## src/design/sdt_pkg.sv

```systemverilog
package sdt_pkg;

  localparam int unsigned AddrW  = 48;
  localparam int unsigned TimeW  = 32;
  localparam int unsigned CountW = 5;
  localparam logic [TimeW-1:0] TimeoutReset = 32'd60000;

  typedef enum logic {
    OP_SIGHT = 1'b0,
    OP_POP   = 1'b1
  } op_e;

  typedef struct packed {
    logic              operation;
    logic [AddrW-1:0]  station_address;
    logic [TimeW-1:0]  now_ms;
  } in_item_t;

  typedef struct packed {
    logic              arrived;
    logic              queued;
    logic              dropped_oldest;
    logic              popped_valid;
    logic [AddrW-1:0]  popped_address;
    logic [CountW-1:0] fresh_count;
  } out_item_t;

endpackage

```

## src/design/sdt_in_if.sv

```systemverilog
interface sdt_in_if;
  logic valid;
  logic ready;
  logic operation;
  logic [sdt_pkg::AddrW-1:0] station_address;
  logic [sdt_pkg::TimeW-1:0] now_ms;

  modport source (output valid, operation, station_address, now_ms, input ready);
  modport sink (input valid, operation, station_address, now_ms, output ready);
endinterface

```

## src/design/sdt_out_if.sv

```systemverilog
interface sdt_out_if;
  logic valid;
  logic ready;
  logic arrived;
  logic queued;
  logic dropped_oldest;
  logic popped_valid;
  logic [sdt_pkg::AddrW-1:0] popped_address;
  logic [sdt_pkg::CountW-1:0] fresh_count;

  modport source (output valid, arrived, queued, dropped_oldest, popped_valid,
                  popped_address, fresh_count, input ready);
  modport sink (input valid, arrived, queued, dropped_oldest, popped_valid,
                popped_address, fresh_count, output ready);
endinterface

```

## src/design/sighting_dedup_tables.sv

```systemverilog
// Channel  Dir  Payload
// in_i     in   operation, station_address, now_ms
// out_o    out  arrived, queued, dropped_oldest, popped_valid, popped_address, fresh_count
// cfg      in   cfg_we_i / cfg_data_i (stale_timeout_ms)
// A sighting in the back end scans the V filled visible entries, writes its visible slot,
// scans the P pending entries and, unless the address is already pending, appends it,
// first shifting out the head when the queue is full. A pop scans the visible entries
// and shifts the queue head out, skipping the shift on an empty queue.
// Reset clears the fill counts and the timeout returns to 60000.
// Input stays accepted into a two-entry queue while a result waits on out_o, until that queue is full.
module sighting_dedup_tables #(
  parameter int unsigned VISIBLE_ENTRIES = 16,
  parameter int unsigned PENDING_ENTRIES = 16
) (
  input  logic                      clk_i,
  input  logic                      rst_ni,
  input  logic                      cfg_we_i,
  input  logic [sdt_pkg::TimeW-1:0] cfg_data_i,
  sdt_in_if.sink                    in_i,
  sdt_out_if.source                 out_o
);
  logic [sdt_pkg::TimeW-1:0] timeout_q;
  logic item_valid, item_take, res_valid;
  sdt_pkg::in_item_t item;
  sdt_pkg::out_item_t res;

  always_ff @(posedge clk_i or negedge rst_ni) begin
    if (!rst_ni) timeout_q <= sdt_pkg::TimeoutReset;
    else if (cfg_we_i) timeout_q <= cfg_data_i;
  end

  sdt_front u_front (
    .clk_i, .rst_ni, .in_i,
    .item_valid_o(item_valid), .item_o(item), .item_take_i(item_take)
  );

  sdt_back #(.VISIBLE_ENTRIES(VISIBLE_ENTRIES), .PENDING_ENTRIES(PENDING_ENTRIES)) u_back (
    .clk_i, .rst_ni, .timeout_i(timeout_q),
    .item_valid_i(item_valid), .item_i(item), .item_take_o(item_take),
    .res_valid_o(res_valid), .res_o(res), .res_take_i(out_o.ready)
  );

  assign out_o.valid          = res_valid;
  assign out_o.arrived        = res.arrived;
  assign out_o.queued         = res.queued;
  assign out_o.dropped_oldest = res.dropped_oldest;
  assign out_o.popped_valid   = res.popped_valid;
  assign out_o.popped_address = res.popped_address;
  assign out_o.fresh_count    = res.fresh_count;
endmodule

```

## src/design/sdt_front.sv

```systemverilog
// Front end: takes transfers into a two-entry queue toward the back end.
module sdt_front (
  input  logic                clk_i,
  input  logic                rst_ni,
  sdt_in_if.sink              in_i,
  output logic                item_valid_o,
  output sdt_pkg::in_item_t   item_o,
  input  logic                item_take_i
);
  sdt_pkg::in_item_t q_mem [2];
  logic wp_q, rp_q;
  logic [1:0] cnt_q;
  logic push, pop;

  assign in_i.ready   = (cnt_q != 2'd2);
  assign push         = in_i.valid && in_i.ready;
  assign item_valid_o = (cnt_q != 2'd0);
  assign pop          = item_valid_o && item_take_i;
  assign item_o       = q_mem[rp_q];

  always_ff @(posedge clk_i) begin
    if (push) begin
      q_mem[wp_q] <= '{operation: in_i.operation, station_address: in_i.station_address,
                       now_ms: in_i.now_ms};
    end
  end

  always_ff @(posedge clk_i or negedge rst_ni) begin
    if (!rst_ni) begin
      wp_q <= 1'b0; rp_q <= 1'b0; cnt_q <= 2'd0;
    end else begin
      if (push) wp_q <= ~wp_q;
      if (pop) rp_q <= ~rp_q;
      cnt_q <= cnt_q + {1'b0, push} - {1'b0, pop};
    end
  end
endmodule

```

## src/design/sdt_back.sv

```systemverilog
// Back end: walks the visible table and the pending queue one entry a cycle.
module sdt_back #(
  parameter int unsigned VISIBLE_ENTRIES = 16,
  parameter int unsigned PENDING_ENTRIES = 16
) (
  input  logic                          clk_i,
  input  logic                          rst_ni,
  input  logic [sdt_pkg::TimeW-1:0]     timeout_i,
  input  logic                          item_valid_i,
  input  sdt_pkg::in_item_t             item_i,
  output logic                          item_take_o,
  output logic                          res_valid_o,
  output sdt_pkg::out_item_t            res_o,
  input  logic                          res_take_i
);
  localparam int unsigned VW = (VISIBLE_ENTRIES > 1) ? $clog2(VISIBLE_ENTRIES) : 1;
  localparam int unsigned PW = (PENDING_ENTRIES > 1) ? $clog2(PENDING_ENTRIES) : 1;
  localparam int unsigned VCW = $clog2(VISIBLE_ENTRIES + 1);
  localparam int unsigned PCW = $clog2(PENDING_ENTRIES + 1);
  localparam logic [VCW-1:0] VFull = VCW'(VISIBLE_ENTRIES);
  localparam logic [PCW-1:0] PFull = PCW'(PENDING_ENTRIES);

  localparam logic [2:0] S_IDLE  = 3'd0;
  localparam logic [2:0] S_VSCAN = 3'd1; // lookup, min search, fresh count
  localparam logic [2:0] S_VWR   = 3'd2;
  localparam logic [2:0] S_PSCAN = 3'd3;
  localparam logic [2:0] S_SHIFT = 3'd4;
  localparam logic [2:0] S_PWR   = 3'd5;
  localparam logic [2:0] S_OUT   = 3'd6;

  logic [sdt_pkg::AddrW-1:0] vaddr_mem [VISIBLE_ENTRIES];
  logic [sdt_pkg::TimeW-1:0] vtime_mem [VISIBLE_ENTRIES];
  logic [sdt_pkg::AddrW-1:0] paddr_mem [PENDING_ENTRIES];

  logic [2:0] st_q;
  sdt_pkg::in_item_t it_q;
  logic [VCW-1:0] vused_q;
  logic [PCW-1:0] pused_q;
  logic [VCW-1:0] vi_q;
  logic [PCW-1:0] pi_q;
  logic hit_q, stale_hit_q, already_q, drop_q;
  logic [VW-1:0] hit_idx_q, min_idx_q;
  logic [sdt_pkg::TimeW-1:0] min_t_q;
  logic [VCW-1:0] fresh_q;
  logic [sdt_pkg::AddrW-1:0] pop_addr_q;
  logic out_valid_q;
  sdt_pkg::out_item_t out_q;

  logic [VW-1:0] vi;
  logic [PW-1:0] pi;
  logic [sdt_pkg::TimeW-1:0] age;
  logic e_stale;
  logic [VW-1:0] slot;
  logic [sdt_pkg::TimeW-1:0] slot_age;
  logic slot_stale;
  logic [VCW-1:0] fresh_new;

  assign vi  = vi_q[VW-1:0];
  assign pi  = pi_q[PW-1:0];
  assign age = it_q.now_ms - vtime_mem[vi];
  assign e_stale = (age >= timeout_i);
  assign item_take_o = (st_q == S_IDLE) && !out_valid_q;
  assign res_valid_o = out_valid_q;
  assign res_o = out_q;
  // The written entry is fresh now unless the timeout is zero.
  assign fresh_new = (timeout_i != '0) ? VCW'(1) : '0;
  assign slot = hit_q ? hit_idx_q : ((vused_q == VFull) ? min_idx_q : vused_q[VW-1:0]);
  assign slot_age = it_q.now_ms - vtime_mem[slot];
  assign slot_stale = (slot_age >= timeout_i);

  always_ff @(posedge clk_i) begin
    if (st_q == S_VWR) begin
      vaddr_mem[slot] <= it_q.station_address;
      vtime_mem[slot] <= it_q.now_ms;
    end
    if (st_q == S_SHIFT && pi_q < pused_q) paddr_mem[pi - PW'(1)] <= paddr_mem[pi];
    if (st_q == S_PWR) paddr_mem[pused_q[PW-1:0]] <= it_q.station_address;
  end

  always_ff @(posedge clk_i) begin
    if (item_take_o && item_valid_i) it_q <= item_i;
  end

  always_ff @(posedge clk_i or negedge rst_ni) begin
    if (!rst_ni) begin
      st_q <= S_IDLE; vused_q <= '0; pused_q <= '0; vi_q <= '0; pi_q <= '0;
      hit_q <= 1'b0; stale_hit_q <= 1'b0; already_q <= 1'b0; drop_q <= 1'b0;
      hit_idx_q <= '0; min_idx_q <= '0; min_t_q <= '0; fresh_q <= '0;
      pop_addr_q <= '0; out_valid_q <= 1'b0; out_q <= '0;
    end else begin
      if (out_valid_q && res_take_i) out_valid_q <= 1'b0;
      unique case (st_q)
        S_IDLE: begin
          if (item_valid_i && item_take_o) begin
            vi_q <= '0; pi_q <= '0; hit_q <= 1'b0; stale_hit_q <= 1'b0;
            already_q <= 1'b0; drop_q <= 1'b0; fresh_q <= '0;
            min_idx_q <= '0; min_t_q <= '1;
            st_q <= S_VSCAN;
          end
        end
        S_VSCAN: begin
          if (vi_q == vused_q) begin
            pi_q <= PCW'(1);
            // A pop latches the head before the shift and skips the shift when empty.
            if (it_q.operation == sdt_pkg::OP_POP) begin
              drop_q <= (pused_q != '0);
              pop_addr_q <= paddr_mem[PW'(0)];
              st_q <= (pused_q == '0) ? S_OUT : S_SHIFT;
            end else st_q <= S_VWR;
          end else begin
            if (!e_stale) fresh_q <= fresh_q + VCW'(1);
            if (it_q.operation == sdt_pkg::OP_SIGHT && !hit_q &&
                vaddr_mem[vi] == it_q.station_address) begin
              hit_q <= 1'b1; hit_idx_q <= vi; stale_hit_q <= e_stale;
            end
            if (vtime_mem[vi] < min_t_q || vi_q == '0) begin
              min_t_q <= vtime_mem[vi]; min_idx_q <= vi;
            end
            vi_q <= vi_q + VCW'(1);
          end
        end
        S_VWR: begin
          // Replace the contribution of the overwritten entry in the count.
          if (hit_q || vused_q == VFull) begin
            fresh_q <= fresh_q - (slot_stale ? VCW'(0) : VCW'(1)) + fresh_new;
          end else begin
            fresh_q <= fresh_q + fresh_new;
            vused_q <= vused_q + VCW'(1);
          end
          pi_q <= '0;
          st_q <= S_PSCAN;
        end
        S_PSCAN: begin
          if (pi_q == pused_q) begin
            if (already_q) st_q <= S_OUT;
            else if (pused_q == PFull) begin
              drop_q <= 1'b1; pi_q <= PCW'(1); st_q <= S_SHIFT;
            end else st_q <= S_PWR;
          end else begin
            if (paddr_mem[pi] == it_q.station_address) already_q <= 1'b1;
            pi_q <= pi_q + PCW'(1);
          end
        end
        S_SHIFT: begin
          if (pi_q >= pused_q) begin
            pused_q <= pused_q - PCW'(1);
            st_q <= (it_q.operation == sdt_pkg::OP_POP) ? S_OUT : S_PWR;
          end else pi_q <= pi_q + PCW'(1);
        end
        S_PWR: begin
          pused_q <= pused_q + PCW'(1);
          st_q <= S_OUT;
        end
        S_OUT: begin
          out_valid_q <= 1'b1;
          out_q.fresh_count <= (fresh_q > VCW'(31)) ? 5'd31 : 5'(fresh_q);
          if (it_q.operation == sdt_pkg::OP_SIGHT) begin
            out_q.arrived <= !hit_q || stale_hit_q;
            out_q.queued <= !already_q;
            out_q.dropped_oldest <= drop_q;
            out_q.popped_valid <= 1'b0;
            out_q.popped_address <= '0;
          end else begin
            out_q.arrived <= 1'b0; out_q.queued <= 1'b0; out_q.dropped_oldest <= 1'b0;
            out_q.popped_valid <= drop_q;
            out_q.popped_address <= drop_q ? pop_addr_q : '0;
          end
          st_q <= S_IDLE;
        end
        default: st_q <= S_IDLE;
      endcase
    end
  end
endmodule

```

## src/flat_wrapper.sv

```systemverilog
// flat-port wrapper written by rule: the top's interface ports become plain ports
module sighting_dedup_tables_flat 
#(
  parameter int unsigned VISIBLE_ENTRIES = 16,
  parameter int unsigned PENDING_ENTRIES = 16
)
  (clk_i, rst_ni, cfg_we_i, cfg_data_i, in_i_valid, in_i_operation, in_i_station_address, in_i_now_ms, in_i_ready, out_o_valid, out_o_arrived, out_o_queued, out_o_dropped_oldest, out_o_popped_valid, out_o_popped_address, out_o_fresh_count, out_o_ready);
  sdt_in_if in_i_i ();
  sdt_out_if out_o_i ();
  input  logic clk_i;
  input  logic rst_ni;
  input  logic cfg_we_i;
  input  logic [sdt_pkg::TimeW-1:0] cfg_data_i;
  input wire logic [$bits(in_i_i.valid)-1:0] in_i_valid;
  input wire logic [$bits(in_i_i.operation)-1:0] in_i_operation;
  input wire logic [$bits(in_i_i.station_address)-1:0] in_i_station_address;
  input wire logic [$bits(in_i_i.now_ms)-1:0] in_i_now_ms;
  output wire logic [$bits(in_i_i.ready)-1:0] in_i_ready;
  output wire logic [$bits(out_o_i.valid)-1:0] out_o_valid;
  output wire logic [$bits(out_o_i.arrived)-1:0] out_o_arrived;
  output wire logic [$bits(out_o_i.queued)-1:0] out_o_queued;
  output wire logic [$bits(out_o_i.dropped_oldest)-1:0] out_o_dropped_oldest;
  output wire logic [$bits(out_o_i.popped_valid)-1:0] out_o_popped_valid;
  output wire logic [$bits(out_o_i.popped_address)-1:0] out_o_popped_address;
  output wire logic [$bits(out_o_i.fresh_count)-1:0] out_o_fresh_count;
  input wire logic [$bits(out_o_i.ready)-1:0] out_o_ready;
  assign in_i_i.valid = in_i_valid;
  assign in_i_i.operation = in_i_operation;
  assign in_i_i.station_address = in_i_station_address;
  assign in_i_i.now_ms = in_i_now_ms;
  assign in_i_ready = in_i_i.ready;
  assign out_o_valid = out_o_i.valid;
  assign out_o_arrived = out_o_i.arrived;
  assign out_o_queued = out_o_i.queued;
  assign out_o_dropped_oldest = out_o_i.dropped_oldest;
  assign out_o_popped_valid = out_o_i.popped_valid;
  assign out_o_popped_address = out_o_i.popped_address;
  assign out_o_fresh_count = out_o_i.fresh_count;
  assign out_o_i.ready = out_o_ready;
  sighting_dedup_tables #(.VISIBLE_ENTRIES(VISIBLE_ENTRIES), .PENDING_ENTRIES(PENDING_ENTRIES)) u_core (.clk_i(clk_i), .rst_ni(rst_ni), .cfg_we_i(cfg_we_i), .cfg_data_i(cfg_data_i), .in_i(in_i_i), .out_o(out_o_i));
endmodule
```

## config.mk

```make
export PLATFORM = sky130hd
export DESIGN_NAME = sighting_dedup_tables_flat
export DESIGN_NICKNAME = d
export VERILOG_FILES = /design/src/design/sdt_pkg.sv /design/src/design/sdt_in_if.sv /design/src/design/sdt_out_if.sv /design/src/design/sighting_dedup_tables.sv /design/src/design/sdt_front.sv /design/src/design/sdt_back.sv /design/src/flat_wrapper.sv
export SDC_FILE = /design/constraint.sdc
export NUM_CORES = 2
export LEC_CHECK = 0
export BUFFER_PORTS_ARGS = -buffer_cell sky130_fd_sc_hd__buf_2
export CORE_ASPECT_RATIO = 1.4
export CORE_MARGIN = 1.5
export CORE_UTILIZATION = 55
export DETAILED_ROUTE_END_ITERATION = 16
export HOLD_SLACK_MARGIN = 0.12
export PLACE_DENSITY = 0.72
export SYNTH_ARGS = -nofsm -noshare
export SYNTH_HDL_FRONTEND = slang
export SYNTH_SLANG_ARGS = --single-unit
```

## constraint.sdc

```tcl
create_clock -name clk_i -period 32.3 [get_ports clk_i]
set_clock_uncertainty 0.2 [all_clocks]
set_input_delay 4.845 -clock clk_i [delete_from_list [all_inputs] [get_ports clk_i]]
set_output_delay 4.845 -clock clk_i [all_outputs]
set_load 0.02 [all_outputs]
```

### Yosys cells after proc, flatten, opt, wreduce, memory -nomap -nowiden

Memory sizes are Yosys's and may differ from the RTL's. A register that Yosys moved wholly into a read port is not among the register bits.
Cells that the tools add are included.

| storage, ports and cells | value |
|---|---|
| output and inout bits | 59 |
| word-level logic and storage cells | 191 |
| input port bits | 118 |
| bits in writable memories | 2210 |
| memories kept | 4 |
| flip-flop bits (word level) | 166 |

Memories:

| name | words | width | rd ports | clocked after Yosys merged registers in | wr ports | RTL line | text |
|---|---|---|---|---|---|---|---|
| u_core.u_back.paddr_mem | 16 | 48 | 2 | 1 | 1 | sdt_back.sv:33 | `logic [sdt_pkg::AddrW-1:0] paddr_mem [PENDING_ENTRIES];` |
| u_core.u_back.vaddr_mem | 16 | 48 | 1 | 0 | 1 | sdt_back.sv:31 | `logic [sdt_pkg::AddrW-1:0] vaddr_mem [VISIBLE_ENTRIES];` |
| u_core.u_back.vtime_mem | 16 | 32 | 2 | 0 | 1 | sdt_back.sv:32 | `logic [sdt_pkg::TimeW-1:0] vtime_mem [VISIBLE_ENTRIES];` |
| u_core.u_front.q_mem | 2 | 81 | 1 | 1 | 1 | sdt_front.sv:10 | `sdt_pkg::in_item_t q_mem [2];` |

| operators by class | value |
|---|---|
| add/subtract/negate cells | 14 |
| equality and inequality tests | 29 |
| muxes and demuxes | 69 |
| reduce and logical (&&, ||, !) cells | 40 |
| bitwise operators | 5 |
| order comparisons | 6 |

Operators with widths:

| operator | count |
|---|---|
| $eq 48x48->1 | 2 |
| $mux 32 | 3 |
| $mux 48 | 2 |
| $ge 32x32->1 | 2 |
| $pmux 32 s2 | 1 |
| $sub 32x32->32 | 2 |
| $mux 5 | 12 |
| $mux 52 | 1 |
| $reduce_or 48->1 | 1 |
| $lt 32x32->1 | 1 |
| $reduce_bool 32->1 | 1 |
| $mux 1 | 26 |
| $ne 2x2->1 const B | 13 |
| $add 5x1->5 const B | 5 |
| $pmux 5 s5 | 1 |
| $mux 4 | 6 |
| $pmux 5 s2 | 2 |
| $reduce_and 4->1 | 5 |
| $pmux 3 s6 | 1 |
| $mux 3 | 5 |
| $pmux 5 s3 | 1 |
| $add 5x1->5 | 2 |
| $eq 5x5->1 | 2 |
| $eq 5x5->1 const B | 2 |
| other kinds (30) | 64 |

### Longest topological paths before layout

An unclocked memory read counts as a cell.

| logic depth | value |
|---|---|
| word-level depth | 11 |
| depth in mapped cells | 46 |
| mapped depth without buffers | 45 |

### Modules after synthesis

A second synthesis with hierarchy kept.

| second synthesis, totals | value |
|---|---|
| cell total of the unflattened synthesis | 5836 |
| area total of the unflattened synthesis | 107234.1 um2 |

Modules (own cells, without submodules):

| module | area an instance (um2) | times used | cells an instance | seq. area each (um2) |
|---|---|---|---|---|
| sdt_back | 99824.5 | 1 | 5494 | 68385.6 |
| sdt_front | 6055.8 | 1 | 274 | 4964.8 |
| sighting_dedup_tables | 1353.8 | 1 | 68 | 809.5 |

### Least setup slack after synthesis

No wires, ideal clock.

| timing | value |
|---|---|
| path kind | register -> register |
| start point | reg u_core.u_back.st_q[1] |
| end point | reg u_core.u_back.min_idx_q[0] |
| stages on the path, launching flop included | 10 |
| path buffers | 3 |
| clock period less this slack | 12378 ps |
| data arrival time | 12099 ps |
| required time | 32021 ps |
| library setup time | 79 ps |
| slack | 19922 ps |
| cells stage by stage | dfrtp_1 -> clkbuf_1 -> nor4b_1 -> nor2_1 -> nor4_1 -> o21ai_0 -> o22ai_1 -> buf_2 -> buf_2 -> mux2i_1 |

| between the ends | value |
|---|---|
| cells in the longest elaborated chain, start to end | 5 |
| elaborated cells between the ends (all ways) | 10 |
| those cells by class | eq/ne: 4; mux: 1; reduce/logical: 5 |

Ends and longest elaborated chain:

| what | RTL line | text |
|---|---|---|
| from (decl) | sdt_back.sv:35 | `logic [2:0] st_q;` |
| from (signal assigned) | sdt_back.sv:108 | `st_q <= (pused_q == '0) ? S_OUT : S_SHIFT;` |
| from (signal assigned) | sdt_back.sv:147 | `st_q <= (it_q.operation == sdt_pkg::OP_POP) ? S_OUT : S_PWR;` |
| $logic_not 3->1 | sdt_back.sv:62 | `assign item_take_o = (st_q == S_IDLE) && !out_valid_q;` |
| $logic_and 1x1->1 | sdt_back.sv:62 |  |
| $logic_and 1x1->1 | - |  |
| named net u_core.u_front.pop | sdt_front.sv:13 | `logic push, pop;` |
| $ne 2x1->1 (no source line) | - |  |
| $reduce_and 4->1 (no source line) | - |  |
| to (signal assigned) | sdt_back.sv:117 | `min_t_q <= vtime_mem[vi]; min_idx_q <= vi;` |
| to (decl) | sdt_back.sv:42 | `logic [VW-1:0] hit_idx_q, min_idx_q;` |

The timed path passes the listed nets, and every way through them passes these cells.
A chain may end at the register's enable or synchronous reset.

### Worst setup path after layout

| timing | value |
|---|---|
| start point | reg u_core.u_back.vused_q[0] |
| end point | reg u_core.u_back.fresh_q[4] |

| between the ends | value |
|---|---|
| cells in the longest elaborated chain, start to end | 11 |
| elaborated cells between the ends (all ways) | 15 |
| those cells by class | add/sub: 3; order compare: 1; eq/ne: 3; mux: 5; reduce/logical: 2; memory: 1 |

Ends and longest elaborated chain:

| what | RTL line | text |
|---|---|---|
| from (decl) | sdt_back.sv:37 | `logic [VCW-1:0] vused_q;` |
| from (signal assigned) | sdt_back.sv:128 | `vused_q <= vused_q + VCW'(1);` |
| $eq 5x5->1 | sdt_back.sv:67, sdt_back.sv:124 |  |
| $mux 4 (2 in a row) | sdt_back.sv:67 | `assign slot = hit_q ? hit_idx_q : ((vused_q == VFull) ? min_idx_q : vused_q[VW-1:0]);` |
| $mem_v2 16x32 | - |  |
| $sub 32x32->32 | sdt_back.sv:68 | `assign slot_age = it_q.now_ms - vtime_mem[slot];` |
| $ge 32x32->1 | sdt_back.sv:69 | `assign slot_stale = (slot_age >= timeout_i);` |
| $mux 1 | sdt_back.sv:125 | `fresh_q <= fresh_q - (slot_stale ? VCW'(0) : VCW'(1)) + fresh_new;` |
| $sub 5x1->5 | sdt_back.sv:125 |  |
| $add 5x1->5 | sdt_back.sv:125 |  |
| $mux 5 | sdt_back.sv:124 | `if (hit_q \|\| vused_q == VFull) begin` |
| $pmux 5 s3 | sdt_back.sv:92 | `unique case (st_q)` |
| to (signal assigned) | sdt_back.sv:111 | `if (!e_stale) fresh_q <= fresh_q + VCW'(1);` |
| to (signal assigned) | sdt_back.sv:125 |  |
| to (signal assigned) | sdt_back.sv:127 | `fresh_q <= fresh_q + fresh_new;` |
| to (decl) | sdt_back.sv:44 | `logic [VCW-1:0] fresh_q;` |

Parallel ways exist; a longest one is shown, timed or not.

==> metrics list <==
* Path type of the worst min-delay path: flip-flop to flip-flop
- After technology mapping, the gate count stands at 5800.
- Later-pin clock latency in the skew report: ~0.90 ns
- The count of nets left with antenna violations once routing finished came out at 0.
- Area share of the leading cell type in the synthesized netlist: 0.647
* RD Place Congestion: about 0.86
* Fraction of power spent switching nets: 0.345
- Arrival time of data at the critical path endpoint: roughly 12 ns
- The total area inside the core boundary comes to approximately 190000 sq um.
- Total detailed-routing wirelength: 272 mm
- TritonRoute pass-1 iters: 7
* Clk sinks: 2505
- Total of hold buffers inserted after clock tree synthesis: 0
- Detailed-placement wirelength estimate: ~160 mm
- Static timing analysis puts the maximum clock frequency at 87.9 MHz.
- Async SR Flop Fraction: 0.0854
- Post-Syn Area: 106000 sq um
- Measured along the y axis, the die boundary spans between 500 and 600 microns.
* Slew @ Worst Pin: 1.20 ns
- The share of total power dissipated in the clock network is 0.242.
- Hold timing on the final database bottoms out at a slack of 0.296 ns.
- Dividing the detail-routed wire length by the instance count gives approximately 31 microns.
- Ranked by total cell area, the synthesized netlist is headed by edfxtp_1, mux4_2, dfrtp_1.
* Run status: finished clean
* Top_reg_cell synth: edfxtp_1
- Number of buffers created by CTS: 226
- RSZ-0062 raised after global routing: false
- Quantity of I/O buffers inserted on ports: 176
- Number of rows created at floorplan: 190
* Cell Int Power: about 7.5 mW
* Critical path's slowest cell: o21ai_4
- Residual DRC: 0
* Storage element area: 74200 sq um
- Setup violations remaining at the end of the flow were counted as 0.
- DIE AREA: 196000 sq um
- The detailed router placed 57900 vias in this run.
- Crit end category: flip-flop
* GR Util All Layers: 0.279
- Of the total power, registers draw 0.395.
- Crit Path Class: flip-flop to flip-flop
- Along the worst hold path, the cell count comes to 1.
* MaxCap Viol Count: 0
- For this run, the register share of the synthesized area comes to 0.697.
- Synth unique cells: 72
* Rel. slew slack: 0.201
- In this run the number of H-tree levels came out at 4.
- EDFF count, synth: 2291
- The number of global-route vias before repair was 59600.
- The number of endpoints with negative hold slack in the final report came to 0.
- During I/O placement, the number of pins put on the boundary was 177.
- Clock Root Buffer: clkbuf_16
- STA puts the critical path data required time at 32.84 ns.
- The layout has 13200 filler cells.
* Post-synthesis to final-layout area growth: 11.6%
- In the final design database the tool counted between 6000 and 7000 nets.
- Power spread over the standard cell area amounts to 96.6 nW/um^2.
* Leading area contributor after synthesis: edfxtp_1
- Maximum cell stage delay along the critical path: between 0.8 and 0.9 ns
- Mean cell area of the mapped netlist: around 18 sq um
- TritonCTS built the clock tree.
- The multi-input combinational cells in the finished layout cover a total of 30600 sq um.
- In this run the horizontal extent of the chip is 375 microns.
* Peak VDD IR: 78.9 uV
* Net Sw Power: between 3 and 4 mW
* Iteration-0 DRC count of the detailed router: approximately 5700
* Fraction of layout instances using a drive strength above 1: 0.258
- Synthesized net count: just over 6000
- Reg2Reg Depth: 40
* Max Buffers Root-to-Sink: 3
- The first global-routing pass estimated 397 mm of wire.
- Entering global routing, the biggest net connects 88 pins.
- The library cell used most frequently in the layout, excluding fill and tap cells, is edfxtp_1.
- Of the total power, combinational logic draws 0.363.
- The Yosys step of the flow raised 0 warnings.
- The routed design could run at a clock period as short as 11.38 ns.
- For this configuration, the core starts out at a cell density of 0.554.
- Post-cts gate resize count: 0
- Adding up every negative setup slack in the final design gives 0 ns.
- For this run the aggregate overflow at the end of global routing stands at 0.
- Of all nets on the critical path, the largest fanout is 34.
- Counting flops and latches in the post-synthesis netlist gives approximately 2500.
* Cell leakage power: 40.4 nW
* Startpoint kind of the worst setup timing path: flip-flop
* Buffers inserted during post-CTS setup optimization: 0
- Final count of pins violating max slew: 0
* Top library cells by usage in the layout, fill and taps aside: edfxtp_1, mux4_2, nand2_1
* Vias per cell: 6.59
- Clk slew on worst S/H paths: roughly 0.07 ns
- Antenna violations before repair: 11
* Final cycle utilization of the critical path: 0.352
## worst paths after layout
check / startpoint / end / slack, ns
min in group asynchronous: rst_ni / u_core.u_back.min_t_q[5]$_DFFE_PN0P_ / 3.62
min reg2reg: u_core.u_back.res_o[53]$_DFFE_PN0P_ / u_core.u_back.res_o[53]$_DFFE_PN0P_ / 0.30
min: u_core.u_back.res_o[53]$_DFFE_PN0P_ / u_core.u_back.res_o[53]$_DFFE_PN0P_ / 0.30
max reg2reg: u_core.u_back.vused_q[0]$_DFFE_PN0P_ / u_core.u_back.fresh_q[4]$_DFFE_PN0P_ / 20.92
max: u_core.u_back.vused_q[0]$_DFFE_PN0P_ / u_core.u_back.fresh_q[4]$_DFFE_PN0P_ / 20.92
max in group asynchronous: rst_ni / u_core.u_back.pi_q[0]$_DFFE_PN0P_ / 26.10
## state kept, by name, summed over array words and instances, names as in the netlist, 32 cells and up
register / flops
u_core.timeout_q: 32
u_core.u_back.it_q: 81
u_core.u_back.min_t_q: 32
u_core.u_back.paddr_mem: 768
u_core.u_back.pop_addr_q: 48
u_core.u_back.res_o: 57
u_core.u_back.vaddr_mem: 768
u_core.u_back.vtime_mem: 512
u_core.u_front.q_mem: 162
## synthesized netlist by cell type, types with 7 or more instances
library cell  count
nand2_1         377
nand4_1          39
o211ai_1          8
xnor2_1         110
buf_1            70
clkbuf_1        144
inv_1           176
a211oi_1         20
a2111oi_0         7
nand3_1          57
o221ai_1          9
a31oi_1          27
a21o_1           64
nor2_1          250
buf_4            19
dfrtp_1         207
a21oi_1         139
xor2_1           47
a22o_1           53
a22oi_1          10
mux2_2          139
dfstp_2           7
mux4_2          692
or2_2             8
edfxtp_1       2291
nor2b_1          23
a221oi_1         14
o21ai_0         162
buf_2            55
ha_1            185
nand2b_1         25
o31ai_1          10
and3_1           25
nor3_1           25
a311oi_1          7
o21a_1           19
o22ai_1          31
o21bai_1         13
nor4_1           22
mux2i_1         130
## cell families (layout without fill, tap and decap cells)
family / after synthesis / count (layout) / share of synthesized area
other: 0 / 2 / 0
muxes: 966 / 966 / 0.174
xor gates and xnor gates: 157 / 157 / 0.0129
buffers and inverters: 469 / 965 / 0.0180
and+or+nand+nor: 878 / 878 / 0.0362
adders and majority gates: 189 / 189 / 0.0225
DFF: 2505 / 2505 / 0.697
AOI/OAI and AO/OA: 636 / 636 / 0.0387
## power by group through the flow
stage                     registers (mW)  logic [mW]  clock network (mW)
final                               4.53        4.16                2.77
after global routing                4.56        4.49                2.92
after CTS                           4.53        4.16                2.81
after detailed placement            4.59        4.14                   0
after global placement              4.57        4.06                   0
after floorplan                     4.56        2.85                   0
## final cells by class
type,instances,area share
sequential,2505,0.625
multi-input combinational,2826,0.258
clock buffer,280,0.0511
tap,2496,0.0263
timing repair buffer,359,0.0197
clock inverter,147,0.0141
inverter,179,0.00570
antenna,2,0.0000422
## critical path, delay by kind of cell (launching register included)
family                   cells  cell delay (ns)
AO/OA/AOI/OAI               17             4.55
XOR/XNOR                     2             0.39
adder cells (fa/ha/maj)      6             1.72
buffers and inverters        6             1.12
flip-flops                   1             0.43
multiplexers                 2             0.83
AND/OR/NAND/NOR              7             1.91
## layer usage
layer | GRT usage | vias up | wire length [microns]
met5 | 0 | - | 57
met4 | 0.109 | 10 | 10900
met3 | 0.0437 | 594 | 21900
met2 | 0.486 | 3085 | 140000
met1 | 0.354 | 30300 | 98700
li1 | - | 23900 | -
## metrics by stage
stage	instances	power, mW	worst slack [ns]	area [sq um]	util
after global routing	8793	12.0	20.07	119000	0.619
final	8794	11.5	20.92	119000	0.619
after detailed placement	8365	8.73	21.04	111000	0.578
after floorplan	5800	7.41	19.92	106000	-
after CTS	8792	11.5	21.00	119000	0.619
after global placement	8365	8.63	21.23	111000	0.578
Note: power is estimated with default switching activity, not from simulation.
